==> src/rtl/slft_pkg.sv <==
// ----------------------------------------------------------------------------
// Sorted line table package
// Shared types, sizes and codes for the sorted line-information table.
// ----------------------------------------------------------------------------
`default_nettype none

package slft_pkg;

	localparam int ENTRIES     = 256;
	localparam int COUNT_W     = $clog2(ENTRIES + 1);
	localparam int GROUP_SIZE  = 16;
	localparam int NUM_GROUPS  = (ENTRIES + GROUP_SIZE - 1) / GROUP_SIZE;
	localparam int OFFSET_W    = 32;
	localparam int LINE_W      = 31;
	localparam int FILE_W      = 8;
	localparam int ENTRY_W     = OFFSET_W + LINE_W + FILE_W;
	localparam int STATUS_W    = 3;

	localparam logic OP_INSERT = 1'b0;
	localparam logic OP_LOOKUP = 1'b1;

	localparam logic [STATUS_W-1:0] STAT_INSERTED  = 3'd0;
	localparam logic [STATUS_W-1:0] STAT_DUPLICATE = 3'd1;
	localparam logic [STATUS_W-1:0] STAT_FULL      = 3'd2;
	localparam logic [STATUS_W-1:0] STAT_HIT       = 3'd3;
	localparam logic [STATUS_W-1:0] STAT_MISS      = 3'd4;

	typedef struct packed {
		logic [OFFSET_W-1:0] offset;
		logic [LINE_W-1:0]   line;
		logic [FILE_W-1:0]   file;
	} entry_t;

	typedef struct packed {
		logic cmp;
		logic ins;
	} cell_ctl_t;

endpackage

`default_nettype wire

==> src/rtl/slft_cell.sv <==
// ----------------------------------------------------------------------------
// Sorted line table cell
// Holds one table entry, compares it against the key and shifts on insert.
// ----------------------------------------------------------------------------
`default_nettype none

module slft_cell
	import slft_pkg::*;
(
	input  wire logic                clk,
	input  wire logic                arst_n,
	input  wire cell_ctl_t           ctl,
	input  wire logic [OFFSET_W-1:0] key,
	input  wire logic                valid,
	input  wire entry_t              new_entry,
	input  wire entry_t              left_entry,
	input  wire logic                left_le,
	input  wire logic                right_le,
	output entry_t                   entry,
	output logic                     le,
	output logic                     eq,
	output logic [ENTRY_W-1:0]       hit_entry
);

	entry_t entry_q;
	logic   le_q;
	logic   eq_q;

	always_ff @(posedge clk or negedge arst_n) begin
		if (!arst_n) begin
			le_q <= 1'b0;
			eq_q <= 1'b0;
		end else if (ctl.cmp) begin
			le_q <= valid && (entry_q.offset <= key);
			eq_q <= valid && (entry_q.offset == key);
		end
	end

	always_ff @(posedge clk) begin
		if (ctl.ins && !le_q) begin
			if (left_le) begin
				entry_q <= new_entry;
			end else begin
				entry_q <= left_entry;
			end
		end
	end

	assign entry     = entry_q;
	assign le        = le_q;
	assign eq        = eq_q;
	assign hit_entry = (le_q && !right_le) ? entry_q : '0;

endmodule

`default_nettype wire

==> config.mk <==
export PLATFORM = sky130hd
export DESIGN_NAME = slft_cell
export DESIGN_NICKNAME = d
export VERILOG_FILES = /design/src/rtl/slft_pkg.sv /design/src/rtl/slft_cell.sv
export SDC_FILE = /design/constraint.sdc
export NUM_CORES = 1
export LEC_CHECK = 0
export ABC_CLOCK_PERIOD_IN_PS = 3900
export BUFFER_PORTS_ARGS = -buffer_cell sky130_fd_sc_hd__buf_2
export CAP_MARGIN = 10
export CORE_AREA = 5 5 147 93
export CTS_CLUSTER_DIAMETER = 80
export DETAILED_ROUTE_END_ITERATION = 6
export DIE_AREA = 0 0 152 98
export GPL_TIMING_DRIVEN = 0
export HOLD_SLACK_MARGIN = 0.03
export PLACE_DENSITY = 0.76
export SYNTH_ARGS = -nofsm -noshare
export SYNTH_HDL_FRONTEND = slang
export SYNTH_SLANG_ARGS = --single-unit
==> constraint.sdc <==
create_clock -name clk -period 3.9 [get_ports clk]
set_input_delay 0.585 -clock clk [delete_from_list [all_inputs] [get_ports clk]]
set_output_delay 0.585 -clock clk [all_outputs]
set_load 0.005 [all_outputs]
==> flow_metrics.tcl <==
set metrics [dict create \
    routed_wl_microns 13700 \
    gp_congestion 0.808 \
    hold_class "primary input to register" \
    die_w_microns 152 \
    cap_violations 0 \
    critPathArrivalTime_ns 2.15 \
    grt_pass1_vias 4059 \
    path_clk_slew_ns 0.06 \
    slew_violations 0 \
    die_area_sq_um 14900 \
    ys_types 30 \
    r2r_cells 6 \
    worstMarginPinSlew_ns 0.797 \
    r2r-end "le$_DFFE_PN0P_" \
    final_nets 904 \
    synth-seq-cells 73 \
    leakagePower_uw 0.00331 \
    start_util 0.354 \
    fmax_ghz 0.365 \
    clock_sinks 73 \
    critPathCapture "hit_entry[58]" \
    crit_buf_inv 3 \
    rr_startpoint "entry[50]$_DFFE_PP_" \
    yosysWarnings 0 \
    synth_nets 567 \
    crit_family "simple AND/OR/NAND/NOR gates" \
    root_buffer "clkbuf_16" \
    rsz0062_at_grt "false" \
    wire_per_inst_microns 15.9 \
    cts_setup_buffers 0 \
    cts_tree "yes" \
    clkLatencyLatePin_ns 0.33 \
    fin_skew_ns 0.0114 \
    vias_per_cell 4.52 \
    die_h_microns 98 \
    antenna_found_initial 0 \
    setup_viol 0 \
    grt_max_degree 35 \
    io_pins 325 \
    path_depth 5 \
    io_buffers 323 \
    cts-resized-gates 0 \
    track_usage 0.178 \
    status "completed" \
    slowest_stage "nor2_1" \
    drtIter0Drc 179 \
    placedInstanceArea_sq_um 6240 \
    crit_chain "inv_1 > nor2_1 > clkbuf_1 > and2_1 > buf_2" \
    dpl.hpwl_microns 11500 \
    areaGrowthSynthToFinish_pct 49.7 \
    num_vias 3916 \
    cp_data_required_time_ns 3.31 \
    fin_crit_sh 0.702 \
    slowest_delay_ns 0.62 \
    dr.pass1.iters 4 \
    startpoint_type "register" \
    hold_violations 0 \
    path_class "register to output pin" \
    route.antenna.remaining_nets 0 \
    startpoint "le$_DFFE_PN0P_" \
    avgSynthCellArea_sq_um 12.3 \
    cts_buffers 9 \
    rows 32 \
    ctsHoldBuffers 1 \
    fin_setup_tns_ns 0 \
    core_area_sq_um 12300 \
    gr-total-overflow 0 \
    drc 0 \
    vdd_ir_drop_max_uv 209 \
    max_slew_margin 0.467 \
    powerDensity_nw_per_um2 339 \
    ys_seq_area_frac 0.500 \
    reg2reg_slack_ns 2.08 \
    crit_path_end_kind "output pin" \
    worstPathMaxFanout 10 \
    drive_gt1_frac 0.608 \
    netlist_instances 354 \
    fin_crit_ns 2.74 \
    htreeDepth 3 \
    max-clock-path-buffers 2 \
    final_area_sq_um 6530 \
    grt_pass1_wl_microns 21100 \
    synthesis.area_sq_um 4360 \
    antenna_cells 0 \
]
-- per-stage QoR --
stage          instances  utilization  worst slack, ns  hold slack [ns]  total power [uW]
2_1_floorplan        354            -             1.02            0.289              1210
3_3_place_gp         847        0.502           0.0608            0.373              1450
3_5_place_dp         849        0.506             1.29            0.373              1460
4_1_cts              866        0.529             1.09            0.472              2250
5_1_grt              866        0.529            0.950            0.496              2330
6_report             866        0.529             1.16            0.483              2210
-- placed cells by master (no fill, tap or decap), drive strengths merged, types with 3 or more instances in the layout --
cell and n:
inv 38, buf 332, nand4 6, nor3 3, nand3 3, ha 32, nand2 11, nor2 4
and2 70, edfxtp 71, mux2 71, o21ai 4, clkbuf 18, a21oi 12
-- sequential cells by signal, summed over array words and instances, names as in the netlist --
signal,count
le,1
eq,1
entry,71
-- cell type report --
class,count,area (sq um)
multi-input combinational,231,1990
clock inverter,6,50.0
fill,1192,5810
clock buffer,10,229
timing repair buffer,326,1670
sequential,73,2180
inverter,35,131
buffer,15,65.1
tap,170,213
-- cell families (layout without fill, tap and decap cells) --
kind of cell / after synthesis / after routing / share of synthesized area
adder cells (fa/ha/maj): 32 / 32 / 0.0918
buffers and inverters: 50 / 392 / 0.0451
AND/OR/NAND/NOR: 101 / 101 / 0.139
multiplexers: 71 / 71 / 0.183
AO/OA/AOI/OAI: 27 / 27 / 0.0407
flip-flops: 73 / 73 / 0.500
-- power by group --
group,internal [uW],switching [uW],total (uW)
Sequential,948,39.8,987
Clock,439,333,772
Combinational,245,208,453
Total,1630,582,2210
-- layer usage --
metal,GRT usage,vias up,wire [microns]
met5,0,-,0
li1,-,1937,-
met2,0.307,176,6730
met3,0.0598,10,1000
met4,0.0311,0,87
met1,0.222,1793,5920
-- Yosys cell counts --
cell type	instances	area, sq um
o2bb2ai_1	1	8.76
a21o_1	1	7.51
nand3_1	3	15.0
o211ai_1	1	7.51
a22oi_1	1	7.51
o21ai_0	3	15.0
and2_1	70	438
ha_1	32	400
nand2_1	11	41.3
a211oi_1	2	15.0
o21a_1	1	7.51
clkbuf_1	8	30.0
a21boi_2	1	11.3
nor3_4	1	16.3
nor4_2	1	12.5
nand4_1	6	37.5
edfxtp_1	71	2130
o311a_1	1	10.0
nor2_1	4	15.0
o21ai_1	1	5.00
mux2_2	71	800
buf_2	7	35.0
o221ai_2	1	15.0
dfrtp_1	2	50.1
inv_1	35	131
nor2b_1	2	12.5
nor4_1	1	6.26
a21oi_1	12	60.1
o21bai_1	1	7.51
nor3_1	2	10.0
-- worst min-delay path by stage --
stage                     startpoint  cells past startpoint              to  slack, ns
after floorplan               arst_n                      0  eq$_DFFE_PN0P_       0.29
after global placement        arst_n                      1  eq$_DFFE_PN0P_       0.37
after detailed placement      arst_n                      1  eq$_DFFE_PN0P_       0.37
after CTS                     ctl[1]                      2  eq$_DFFE_PN0P_       0.47
after global routing          ctl[1]                      2  eq$_DFFE_PN0P_       0.50
final                         ctl[1]                      2  eq$_DFFE_PN0P_       0.48
No activity file was read; power rests on OpenSTA's default activity.
